===== config.mk =====
export PLATFORM = sky130hd
export DESIGN_NAME = grwh_div
export DESIGN_NICKNAME = d
export VERILOG_FILES = /design/src/hw/rtl/grwh_pkg.sv /design/src/hw/rtl/grwh_div.sv
export SDC_FILE = /design/constraint.sdc
export NUM_CORES = 1
export LEC_CHECK = 0
export BUFFER_PORTS_ARGS = -buffer_cell sky130_fd_sc_hd__buf_2
export CAP_MARGIN = 25
export CORE_UTILIZATION = 55
export DETAILED_ROUTE_END_ITERATION = 10
export PLACE_DENSITY = 0.87
export SYNTH_ARGS = -nofsm -noshare
export SYNTH_HDL_FRONTEND = slang
export SYNTH_SLANG_ARGS = --single-unit

===== constraint.sdc =====
create_clock -name clk -period 5.7 [get_ports clk]
set_input_delay 1.71 -clock clk [delete_from_list [all_inputs] [get_ports clk]]
set_output_delay 1.71 -clock clk [all_outputs]
set_load 0.1 [all_outputs]

===== src/hw/rtl/grwh_pkg.sv =====
`timescale 1ns / 1ps
// ----------------------------------------------------------------------------
// grwh_pkg
// shared types and constants for the grid ray wall hit list core
// ----------------------------------------------------------------------------
package grwh_pkg;

  localparam int FRAC_BITS    = 10;
  localparam int ANGLE_STEPS  = 5760;
  // 65536 / ANGLE_STEPS = 512 / 45, taken as a reciprocal multiply:
  // floor(a * 512 / 45) = floor(a * ceil(2^28 / 45) / 2^19) for every reduced angle
  localparam logic [22:0] ANGLE_RECIP       = 23'd5965233;
  localparam int          ANGLE_RECIP_SHIFT = 19;
  localparam int MAP_W_MAX    = 64;
  localparam int MAP_H_MAX    = 64;
  localparam int STORE_DEPTH  = MAP_W_MAX * MAP_H_MAX;
  localparam int ADDR_W       = $clog2(STORE_DEPTH);
  localparam int DIVIDEND_W   = 17 + FRAC_BITS;
  localparam int DIVISOR_W    = 17;
  localparam int CORDIC_ITERS = 14;
  localparam int CORDIC_X0    = 39797;
  localparam logic [31:0] LEN_SAT = 32'hFFFF_FFFF;

  localparam logic [1:0] REG_MAX_DIST = 2'd0;
  localparam logic [1:0] REG_MAP_W    = 2'd1;
  localparam logic [1:0] REG_MAP_H    = 2'd2;

  typedef struct packed {
    logic                  start;
    logic [DIVIDEND_W-1:0] dividend;
    logic [DIVISOR_W-1:0]  divisor;
  } div_req_t;

  function automatic logic [13:0] cordic_atan(input logic [3:0] idx);
    logic [13:0] v;
    unique case (idx)
      4'd0:    v = 14'd8192;
      4'd1:    v = 14'd4836;
      4'd2:    v = 14'd2555;
      4'd3:    v = 14'd1297;
      4'd4:    v = 14'd651;
      4'd5:    v = 14'd326;
      4'd6:    v = 14'd163;
      4'd7:    v = 14'd81;
      4'd8:    v = 14'd41;
      4'd9:    v = 14'd20;
      4'd10:   v = 14'd10;
      4'd11:   v = 14'd5;
      4'd12:   v = 14'd3;
      4'd13:   v = 14'd1;
      default: v = 14'd0;
    endcase
    return v;
  endfunction

endpackage


===== src/hw/rtl/grwh_div.sv =====
`timescale 1ns / 1ps
// ----------------------------------------------------------------------------
// grwh_div
// restoring divider, one quotient bit per cycle
// ----------------------------------------------------------------------------
module grwh_div (
  input  logic                          clk,
  input  logic                          rst,
  input  grwh_pkg::div_req_t            req,
  output logic                          done,
  output logic [grwh_pkg::DIVIDEND_W-1:0] quotient
);
  import grwh_pkg::*;

  localparam int CNT_W = $clog2(DIVIDEND_W + 1);

  logic               run;
  logic [CNT_W-1:0]   cnt;
  logic [DIVISOR_W-1:0] rem;
  logic [DIVISOR_W-1:0] dvsr;
  logic [DIVISOR_W:0]   trial;
  logic                 ge;

  assign trial = {rem, quotient[DIVIDEND_W-1]};
  assign ge    = trial >= {1'b0, dvsr};

  always_ff @(posedge clk) begin
    if (rst) begin
      run  <= 1'b0;
      done <= 1'b0;
      cnt  <= '0;
    end else begin
      done <= 1'b0;
      if (req.start) begin
        run      <= 1'b1;
        cnt      <= CNT_W'(DIVIDEND_W);
        rem      <= '0;
        dvsr     <= req.divisor;
        quotient <= req.dividend;
      end else if (run) begin
        // remainder stays below the divisor, so it fits its width
        rem      <= ge ? DIVISOR_W'(trial - {1'b0, dvsr}) : DIVISOR_W'(trial);
        quotient <= {quotient[DIVIDEND_W-2:0], ge};
        cnt      <= cnt - 1'b1;
        if (cnt == CNT_W'(1)) begin
          run  <= 1'b0;
          done <= 1'b1;
        end
      end
    end
  end

endmodule


==> flow_summary.ini <==
[outcome]
status = complete, but fails checks
failing_checks = DRC

[cells_and_area]
diodes = 0
layout.filler_cells = 456
mostFrequentLayoutCell = sky130_fd_sc_hd__buf_2
nets_finish = 454
most-common-layout-cells = sky130_fd_sc_hd__buf_2, sky130_fd_sc_hd__edfxtp_1, sky130_fd_sc_hd__inv_1, sky130_fd_sc_hd__mux2_2, sky130_fd_sc_hd__a21oi_1
fin_area_um2 = 4360
drive_above_1_share_pct = 34.2
syn_to_final_growth_pct = 17.5

[floorplanning]
die-area_um2 = 7080
num_io_pins = 75
starting_density_of_the_core_pct = 57.8
chipHeight_um = 84.1
die_x_um = 84.1
fp.coreArea_um2 = 6420
std_cell_rows = 29

[synth]
yosys_warnings = 0
post_synth_inst_count = 311
avgSynthCellArea_um2 = 11.9
seq_area_frac_synth_pct = 53.2
syn-cell-area_um2 = 3710
synth.net_count = 378
ffs_latches_synth = 68
yosysUniqueCellTypes = 51

[timing]
finalHoldViolCount = 0
grt_setup_unrepaired = false
max_transition_margin_pct = 42.8
timing.fmax_mhz = 327
post-route-period-util_pct = 53.6
totalNegativeSetupSlack_ns = 0
final_max_slew_viol_count = 0
final.setup_skew_ns = 0.00729
worstMarginPinSlew_ns = 0.858
setup_violations = 0
period_minus_slack_ns = 3.05

[min_path]
hold_depth = 1
worst_hold_check_path_type = reg2reg

[routing]
ant_nets = 0
detailroute.via_count = 2773
drt_pass_1_iters = 8
detail_route.iter0.violations = 255
routed_via_density = 5.91
route.detailed.drc = 6
drt_wl_total_mm = 8.44
wl_per_cell_um = 18.0

[worst_setup_path]
crit_path_max_fanout = 13
cpMostUsedCell = sky130_fd_sc_hd__inv_1
crit_path_end_kind = register
slowest_stage = sky130_fd_sc_hd__a221o_2
reg2regPathDepth = 10
cp_slowest_stage_delay_ns = 0.47
timing.critical_path.from_type = register
crit_path_cell_trace = inv_1 -> ha_1 -> inv_1 -> fa_1 -> a21o_1 -> a221o_2 -> a211oi_2 -> o21a_2 -> mux2i_1 -> nor2_1
crit_required_ns = 5.78
worst_ep_arrival_time_ns = 3.13
criticalPathCategory = reg2reg

[clock_network]
cts_inserted_buffers = 9
clock_tree_from_tritoncts = done
cts_setup_buffers = 0
clock_tree.htree_level_count = 3
clkLatencyLatePin_ns = 0.34
cts-hold-fix-buffers = 0
clk_pin_slew_worst_paths_ns = 0.07
clock_sinks = 68
cts-root-to-sink-buffers = 2
ctsResizeCount = 0
clock-root-buffer = sky130_fd_sc_hd__clkbuf_8

[job]
cap_viol_max_count = 0

[power_and_ir_drop]
power-per-cell-area_nw_per_um2 = 324
static-leakage-power_nw = 1.86
peakVddDrop_mv = 0.239

[global_routing]
grt_overflow_total = 0
first_global_vias = 2852
grt_antenna_before_repair = 0
groute.usage.overall_pct = 25.8
global_route_wire_length_before_repair_mm = 13.9
maximum_number_of_pins_on_one_net_before_global_route_repair = 45

[placed_design]
detailed_place.area_um2 = 4150
placement.io_buffers = 74
gp_congestion = 0.837
dp_hpwl_mm = 5.61
## cell type report
class | instances | area [um2] | share of cell area (%)
Tap cell | 77 | 96.3 | 2.21
Inverter | 27 | 101 | 2.32
Sequential cell | 68 | 1970 | 45.2
Clock inverter | 4 | 28.8 | 0.660
Multi-Input combinational cell | 204 | 1580 | 36.2
Clock buffer | 12 | 176 | 4.05
Timing Repair Buffer | 77 | 405 | 9.30
## cells by family (layout without fill, tap and decap cells)
logic type / after synthesis / after routing / share of synthesized area (%)
AO/OA/AOI/OAI: 69 / 69 / 13.1
flip-flops: 68 / 68 / 53.2
AND/OR/NAND/NOR: 66 / 66 / 8.57
buffers and inverters: 39 / 120 / 4.49
multiplexers: 36 / 36 / 10.7
adder cells (fa/ha/maj): 20 / 20 / 6.95
XOR/XNOR: 13 / 13 / 3.07
## through the flow
stage	total power [mW]	instances	setup WS, ns	utilization, %	hold WS [ns]
floorplan	0.940	311	0.949	-	0.528
global placement	1.00	452	2.42	64.4	0.557
detailed placement	1.02	453	2.31	64.7	0.563
CTS	1.41	469	2.62	67.9	0.585
global route	1.47	469	2.44	67.9	0.608
finish	1.41	469	2.65	67.9	0.582
## Yosys cell counts, drive strengths merged
| cell | n | area share [%] |
|---|---|---|
| or3b | 2 | 0.47 |
| mux2i | 9 | 2.4 |
| ha | 19 | 6.4 |
| a31o | 1 | 0.24 |
| o41ai | 1 | 0.44 |
| a21boi | 1 | 0.20 |
| xnor2 | 9 | 2.1 |
| a21o | 5 | 1.0 |
| clkbuf | 7 | 0.74 |
| or3 | 2 | 0.34 |
| o211a | 1 | 0.27 |
| xor2 | 4 | 0.94 |
| and2 | 2 | 0.34 |
| a221o | 1 | 0.30 |
| nor2 | 20 | 2.0 |
| a21oi | 26 | 3.6 |
| nand2 | 18 | 1.8 |
| o21a | 4 | 0.84 |
| nor4b | 2 | 0.47 |
| inv | 26 | 2.6 |
| dfxtp | 7 | 3.8 |
| a2111oi | 3 | 1.2 |
| a31oi | 2 | 0.34 |
| a211oi | 4 | 1.1 |
| o21ai | 14 | 2.0 |
| o211ai | 1 | 0.20 |
| mux2 | 27 | 8.3 |
| edfxtp | 61 | 49 |
| a41o | 1 | 0.27 |
| and3 | 3 | 0.51 |
| nand3 | 5 | 0.67 |
| clkinv | 1 | 0.10 |
| nor3 | 7 | 1.1 |
| buf | 5 | 1.0 |
| nor2b | 2 | 0.34 |
| a211o | 1 | 0.24 |
| nand4 | 3 | 0.51 |
| o31ai | 2 | 0.40 |
| a221oi | 1 | 0.40 |
| fa | 1 | 0.54 |
## power by group
| group | internal (mW) | switching, mW | total [mW] |
|---|---|---|---|
| Sequential | 0.594 | 0.0233 | 0.617 |
| Clock | 0.209 | 0.187 | 0.396 |
| Combinational | 0.137 | 0.262 | 0.399 |
| Total | 0.940 | 0.472 | 1.41 |
## final timing paths
check,endpoint,slack [ns],start
setup / recovery,rem[1],2.65,quotient[26]
hold / removal,quotient[8],0.58,quotient[7]
setup reg to reg,rem[1],2.65,quotient[26]
hold reg to reg,quotient[8],0.58,quotient[7]
## registers in the layout, indices dropped and copies added, names as in the netlist
name / cells
quotient: 27
dvsr: 17
rem: 17
cnt: 5
done: 1
run: 1
## routing by layer
metal  vias to the layer above  track usage [%]  share of wire [%]
li1                       1302                -                  -
met1                      1302             32.0                 41
met2                       150             43.1                 49
met3                        19             5.90                8.4
met4                         0             12.1                2.0
met5                         -                0                  0
## worst max-delay path: cells and delay by family (launching register included)
kind	cells	cell delay, ns
muxes	1	0.26
buffers and inverters	2	0.16
and+or+nand+nor	1	0.06
DFF	1	0.38
adders and majority gates	2	0.58
AOI/OAI and AO/OA	4	1.36
Note: power is estimated with default switching activity, not from simulation.
