`config.mk`:
```
export PLATFORM = sky130hd
export DESIGN_NAME = grwh_cordic
export DESIGN_NICKNAME = d
export VERILOG_FILES = /design/src/hw/rtl/grwh_pkg.sv /design/src/hw/rtl/grwh_cordic.sv
export SDC_FILE = /design/constraint.sdc
export NUM_CORES = 1
export LEC_CHECK = 0
export ABC_AREA = 1
export BUFFER_PORTS_ARGS = -buffer_cell sky130_fd_sc_hd__buf_2
export CORE_ASPECT_RATIO = 0.6
export CORE_UTILIZATION = 45
export DETAILED_ROUTE_END_ITERATION = 16
export PLACE_DENSITY_LB_ADDON = 0.1
export RECOVER_POWER = 50
export SLEW_MARGIN = 10
export SYNTH_ARGS = -nofsm -noshare
export SYNTH_HDL_FRONTEND = slang
export SYNTH_SLANG_ARGS = --single-unit
```
`constraint.sdc`:
```
create_clock -name clk -period 4.3 [get_ports clk]
set_input_delay 0.43 -clock clk [delete_from_list [all_inputs] [get_ports clk]]
set_output_delay 0.43 -clock clk [all_outputs]
set_load 0.05 [all_outputs]
```
`src/hw/rtl/grwh_pkg.sv`:
```
`timescale 1ns / 1ps
// ----------------------------------------------------------------------------
// grwh_pkg
// shared types and constants for the grid ray wall hit list core
// ----------------------------------------------------------------------------
package grwh_pkg;

  localparam int FRAC_BITS    = 10;
  localparam int ANGLE_STEPS  = 5760;
  // 65536 / ANGLE_STEPS = 512 / 45, taken as a reciprocal multiply:
  // floor(a * 512 / 45) = floor(a * ceil(2^28 / 45) / 2^19) for every reduced angle
  localparam logic [22:0] ANGLE_RECIP       = 23'd5965233;
  localparam int          ANGLE_RECIP_SHIFT = 19;
  localparam int MAP_W_MAX    = 64;
  localparam int MAP_H_MAX    = 64;
  localparam int STORE_DEPTH  = MAP_W_MAX * MAP_H_MAX;
  localparam int ADDR_W       = $clog2(STORE_DEPTH);
  localparam int DIVIDEND_W   = 17 + FRAC_BITS;
  localparam int DIVISOR_W    = 17;
  localparam int CORDIC_ITERS = 14;
  localparam int CORDIC_X0    = 39797;
  localparam logic [31:0] LEN_SAT = 32'hFFFF_FFFF;

  localparam logic [1:0] REG_MAX_DIST = 2'd0;
  localparam logic [1:0] REG_MAP_W    = 2'd1;
  localparam logic [1:0] REG_MAP_H    = 2'd2;

  typedef struct packed {
    logic                  start;
    logic [DIVIDEND_W-1:0] dividend;
    logic [DIVISOR_W-1:0]  divisor;
  } div_req_t;

  function automatic logic [13:0] cordic_atan(input logic [3:0] idx);
    logic [13:0] v;
    unique case (idx)
      4'd0:    v = 14'd8192;
      4'd1:    v = 14'd4836;
      4'd2:    v = 14'd2555;
      4'd3:    v = 14'd1297;
      4'd4:    v = 14'd651;
      4'd5:    v = 14'd326;
      4'd6:    v = 14'd163;
      4'd7:    v = 14'd81;
      4'd8:    v = 14'd41;
      4'd9:    v = 14'd20;
      4'd10:   v = 14'd10;
      4'd11:   v = 14'd5;
      4'd12:   v = 14'd3;
      4'd13:   v = 14'd1;
      default: v = 14'd0;
    endcase
    return v;
  endfunction

endpackage

```
`src/hw/rtl/grwh_cordic.sv`:
```
`timescale 1ns / 1ps
// ----------------------------------------------------------------------------
// grwh_cordic
// iterative cordic, one rotation per cycle, gives q16 cosine and sine
// ----------------------------------------------------------------------------
module grwh_cordic (
  input  logic               clk,
  input  logic               rst,
  input  logic               start,
  input  logic [15:0]        angle,
  output logic               done,
  output logic signed [17:0] cos_q,
  output logic signed [17:0] sin_q
);
  import grwh_pkg::*;

  logic               run;
  logic [3:0]         iter;
  logic [1:0]         quad;
  logic signed [18:0] x, y;
  logic signed [16:0] z;
  logic signed [18:0] dx, dy;
  logic signed [16:0] at;
  logic [16:0]        xc, yc;

  assign dx = y >>> iter;
  assign dy = x >>> iter;
  assign at = $signed({3'b0, cordic_atan(iter)});

  always_ff @(posedge clk) begin
    if (rst) begin
      run  <= 1'b0;
      done <= 1'b0;
      iter <= '0;
    end else begin
      done <= 1'b0;
      if (start) begin
        run  <= 1'b1;
        iter <= '0;
        x    <= 19'(CORDIC_X0);
        y    <= '0;
        z    <= $signed({3'b0, angle[13:0]});
        quad <= angle[15:14];
      end else if (run) begin
        if (!z[16]) begin
          x <= x - dx;
          y <= y + dy;
          z <= z - at;
        end else begin
          x <= x + dx;
          y <= y - dy;
          z <= z + at;
        end
        iter <= iter + 1'b1;
        if (iter == 4'(CORDIC_ITERS - 1)) begin
          run  <= 1'b0;
          done <= 1'b1;
        end
      end
    end
  end

  // clamp to [0, 1.0]
  always_comb begin
    if (x[18])                     xc = '0;
    else if (x > 19'sd65536)       xc = 17'd65536;
    else                           xc = x[16:0];
    if (y[18])                     yc = '0;
    else if (y > 19'sd65536)       yc = 17'd65536;
    else                           yc = y[16:0];
  end

  always_comb begin
    unique case (quad)
      2'd0: begin
        cos_q = $signed({1'b0, xc});
        sin_q = $signed({1'b0, yc});
      end
      2'd1: begin
        cos_q = -$signed({1'b0, yc});
        sin_q = $signed({1'b0, xc});
      end
      2'd2: begin
        cos_q = -$signed({1'b0, xc});
        sin_q = -$signed({1'b0, yc});
      end
      default: begin
        cos_q = $signed({1'b0, yc});
        sin_q = -$signed({1'b0, xc});
      end
    endcase
  end

endmodule

```
==> results.json <==
{
  "die_area_um2": 23300,
  "via_per_inst": 5.78,
  "pwr-share-clk_pct": 15.5,
  "final.setup.tns_ps": 0,
  "worst-endpoint-required_ps": 4380,
  "synth_seq_area_share_pct": 20.7,
  "numCtsBuffers": 9,
  "die-width_um": 197,
  "util_after_layout_pct": 50.2,
  "final-setup-viol-count": 0,
  "synthCells": 1703,
  "ctsLongestPathBuffers": 2,
  "final_period_minus_worst_setup_slack_ps": 4030,
  "drive_gt1_share_pct": 7.59,
  "clock_latency_at_the_later_pin_of_the_worst_skew_pair_ps": 360,
  "antenna_violating_nets_post_route": 0,
  "die_h_um": 119,
  "cap_violations": 0,
  "cp_data_arrival_time_ps": 4110,
  "area_delta_synth_final_pct": 8.97,
  "wirelength_um": 36400,
  "global_route.usage.total_pct": 31.8,
  "layout.cells.non_filler": 2046,
  "post_synthesis_share_of_cell_area_spent_on_and_or_nand_and_nor_gates_pct": 42.3,
  "ctsRootBufferMaster": "sky130_fd_sc_hd__clkbuf_16",
  "final_cell_area_um2": 11100,
  "postSynthNetCount": 1790,
  "cts-htree-levels": 3,
  "timing.critical_path.to_type": "flip-flop",
  "outcome": "finished clean",
  "netlist_area_before_placement_um2": 10200,
  "hpwlAfterDp_um": 28600,
  "detail_routed_net_length_per_standard_cell_um": 17.8,
  "fin_skew_ps": 12.3,
  "netlist-cell-type-count": 42,
  "cts.sink_count": 77,
  "tritoncts": "done",
  "whs_path_depth": 1,
  "worst_hold_path_type": "primary input to flip-flop",
  "synth_top_family_by_area": "simple AND/OR/NAND/NOR gates",
  "antenna_cells_inserted": 0,
  "grt_setup_unrepaired": "yes",
  "power_leakage_uw": 0.00550,
  "rows": 42,
  "worst_slew_pin_slew_ps": 972,
  "synth.area.mux_share_pct": 0,
  "power.sequential.fraction_pct": 21.3,
  "comb_power_share_pct": 63.2,
  "postPlaceCellArea_um2": 10800,
  "slew_headroom_pct": 35.1,
  "achievable-frequency_ghz": 0.248,
  "power-per-cell-area_nw_per_um2": 481,
  "post_cts.repair.setup_buffers": 0,
  "r2r_cells": 22,
  "switching_power_uw": 2890,
  "vdd_drop_max_uv": 496,
  "core-area_um2": 22200,
  "pin_count": 56,
  "worstSetupStartpointType": "flip-flop",
  "fin_crit_sh_pct": 93.7,
  "buffer_ports.inserted": 55,
  "grt_first_pass_wirelength_um": 57400,
  "setup.worst_path.class": "flip-flop to flip-flop",
  "postSynthRegisterBits": 77,
  "dpl.cell_count": 2030,
  "cts.reportedPaths.clkPinSlew_ps": 70,
  "largest_net_degree_at_the_start_of_global_routing": 39,
  "reg2reg_slack_ps": 270,
  "power_report.internal_total_uw": 2470,
  "synth-compound-area-share_pct": 14.8,
  "yosys.area_share.xor_xnor_pct": 4.54,
  "gr-total-overflow": 0,
  "asyncSetResetFlopFracSynth_pct": 0,
  "route.vias.total": 11817,
  "synth.avg_cell_area_um2": 6.00,
  "num-nets-final": 1820,
  "postSynth.topFlopCell": "sky130_fd_sc_hd__edfxtp_1",
  "drc": 0,
  "yosysWarningCount": 0,
  "initialDrtViolationCount": 1747,
  "globalplace.congestion": 0.993,
  "report.final.slew_viol_count": 0,
  "synth_enable_flop_cells": 57,
  "antenna_found_initial": 1,
  "sw_frac_of_total_pct": 53.9,
  "floorplan.initialDensity_pct": 46.1,
  "first_global_vias": 10293,
  "drt_pass1_iterations": 7,
  "synth_fa_ha_area_share_pct": 8.55,
  "hold_viol_final": 0,
  "crit_fanout": 18
}
[power by group through the flow]
stage | registers [uW] | logic (uW) | clock network [uW]
detailed placement | 1140 | 3290 | 0
finish | 1140 | 3380 | 828
global placement | 1150 | 3270 | 0
floorplan | 1040 | 2530 | 0
CTS | 1130 | 3310 | 837
global route | 1140 | 3770 | 864
[Yosys cell counts, types with 3 or more instances]
| master | count | share of area [%] |
|---|---|---|
| sky130_fd_sc_hd__inv_1 | 159 | 5.8 |
| sky130_fd_sc_hd__fa_1 | 3 | 0.59 |
| sky130_fd_sc_hd__o21bai_1 | 6 | 0.44 |
| sky130_fd_sc_hd__buf_6 | 4 | 0.44 |
| sky130_fd_sc_hd__clkbuf_1 | 28 | 1.0 |
| sky130_fd_sc_hd__o21a_1 | 5 | 0.37 |
| sky130_fd_sc_hd__o21ai_0 | 99 | 4.8 |
| sky130_fd_sc_hd__buf_1 | 7 | 0.26 |
| sky130_fd_sc_hd__o21ai_1 | 8 | 0.39 |
| sky130_fd_sc_hd__inv_2 | 7 | 0.26 |
| sky130_fd_sc_hd__or2_2 | 14 | 0.86 |
| sky130_fd_sc_hd__a31oi_1 | 16 | 0.98 |
| sky130_fd_sc_hd__nor3_1 | 19 | 0.93 |
| sky130_fd_sc_hd__xor2_1 | 38 | 3.3 |
| sky130_fd_sc_hd__o22ai_1 | 4 | 0.24 |
| sky130_fd_sc_hd__nand3_1 | 274 | 13 |
| sky130_fd_sc_hd__buf_2 | 21 | 1.0 |
| sky130_fd_sc_hd__o2111ai_1 | 11 | 0.94 |
| sky130_fd_sc_hd__xnor2_1 | 15 | 1.3 |
| sky130_fd_sc_hd__nor3b_1 | 3 | 0.22 |
| sky130_fd_sc_hd__o31ai_1 | 4 | 0.29 |
| sky130_fd_sc_hd__edfxtp_1 | 57 | 17 |
| sky130_fd_sc_hd__o211ai_1 | 10 | 0.73 |
| sky130_fd_sc_hd__dfxtp_1 | 20 | 3.9 |
| sky130_fd_sc_hd__a21o_1 | 7 | 0.51 |
| sky130_fd_sc_hd__nand2_1 | 508 | 19 |
| sky130_fd_sc_hd__o21ai_2 | 4 | 0.34 |
| sky130_fd_sc_hd__buf_4 | 4 | 0.29 |
| sky130_fd_sc_hd__nor2_2 | 3 | 0.18 |
| sky130_fd_sc_hd__nor2_1 | 144 | 5.3 |
| sky130_fd_sc_hd__a21oi_1 | 88 | 4.3 |
| sky130_fd_sc_hd__nand4_1 | 34 | 2.1 |
| sky130_fd_sc_hd__ha_1 | 65 | 8.0 |
[worst paths after layout]
check                        from                   end
max          iter[1]$_SDFFE_PP0P_   x[15]$_SDFFCE_PP1P_
min                     angle[14]     quad[0]$_DFFE_PP_
max reg2reg  iter[1]$_SDFFE_PP0P_   x[15]$_SDFFCE_PP1P_
min reg2reg        run$_SDFF_PP0_  iter[0]$_SDFFE_PP0P_
[critical path: stages, from the launching register on]
cell and delay [ps]:
sky130_fd_sc_hd__dfxtp_1 360, sky130_fd_sc_hd__inv_4 170, sky130_fd_sc_hd__buf_4 270, sky130_fd_sc_hd__nand3_1 130, sky130_fd_sc_hd__nand3_1 110, sky130_fd_sc_hd__nand3_1 100, sky130_fd_sc_hd__nand2_1 170, sky130_fd_sc_hd__ha_1 200
sky130_fd_sc_hd__nand3_1 150, sky130_fd_sc_hd__nor2_4 160, sky130_fd_sc_hd__a31oi_1 110, sky130_fd_sc_hd__xor2_1 200, sky130_fd_sc_hd__inv_1 70, sky130_fd_sc_hd__ha_1 350, sky130_fd_sc_hd__nand2_1 90, sky130_fd_sc_hd__nor2_1 180
sky130_fd_sc_hd__o21ai_0 130, sky130_fd_sc_hd__o211ai_1 120, sky130_fd_sc_hd__a31oi_1 120, sky130_fd_sc_hd__o21bai_1 240, sky130_fd_sc_hd__nand3_1 130, sky130_fd_sc_hd__nand3_1 90, sky130_fd_sc_hd__nand3_1 70
[timing repair]
action	4_1_cts	5_1_grt
hold buffers	0	0
endpoints found under the setup margin	0	8
resized for setup	0	7
[registers in the layout, indices dropped and copies added, names as in the netlist]
| name | count |
|---|---|
| x | 19 |
| done | 1 |
| iter | 4 |
| z | 17 |
| at | 14 |
| y | 19 |
| quad | 2 |
| run | 1 |
[layout make-up]
cell class / instances / area, um^2
Clock inverter: 4 / 36.3
Multi-Input combinational cell: 1395 / 7180
Inverter: 167 / 632
Timing Repair Buffer: 83 / 509
Tap cell: 308 / 385
Clock buffer: 12 / 279
Sequential cell: 77 / 2110
Fill cell: 2320 / 11000
[cells in the final DEF (no fill, tap or decap), types with 19 or more instances in the layout]
cell type | synthesis | routed
sky130_fd_sc_hd__a21oi_1 | 88 | 87
sky130_fd_sc_hd__buf_2 | 21 | 55
sky130_fd_sc_hd__buf_4 | 4 | 25
sky130_fd_sc_hd__dfxtp_1 | 20 | 20
sky130_fd_sc_hd__edfxtp_1 | 57 | 57
sky130_fd_sc_hd__ha_1 | 65 | 65
sky130_fd_sc_hd__inv_1 | 159 | 159
sky130_fd_sc_hd__nand2_1 | 508 | 508
sky130_fd_sc_hd__nand3_1 | 274 | 274
sky130_fd_sc_hd__nand4_1 | 34 | 34
sky130_fd_sc_hd__nor2_1 | 144 | 143
sky130_fd_sc_hd__nor3_1 | 19 | 19
sky130_fd_sc_hd__o21ai_0 | 99 | 99
sky130_fd_sc_hd__xor2_1 | 38 | 38
[cell families (layout without fill, tap and decap cells)]
kind of cell / count (synthesis) / count (layout)
xor+xnor: 53 / 53
buf+inv: 231 / 266
flops: 77 / 77
compound gates: 266 / 266
simple gates: 1008 / 1008
fa+ha+maj: 68 / 68
[metal layers]
layer / vias up / wire, um / track usage, %
met2: 600 / 13100 / 39.1
met4: 0 / 466 / 5.42
met3: 42 / 4430 / 8.70
met1: 5373 / 18500 / 52.5
met5: - / 0 / 0
li1: 5802 / - / -
[stage by stage]
| step | total power (uW) | hold slack [ps] | setup WS [ps] |
|---|---|---|---|
| final | 5360 | 253 | 273 |
| after detailed placement | 4430 | 621 | 348 |
| after global routing | 5780 | 241 | -8.42 |
| after floorplan | 3560 | 497 | 160 |
| after global placement | 4420 | 609 | 397 |
| after CTS | 5270 | 242 | 302 |
No activity file was read; power rests on OpenSTA's default activity.
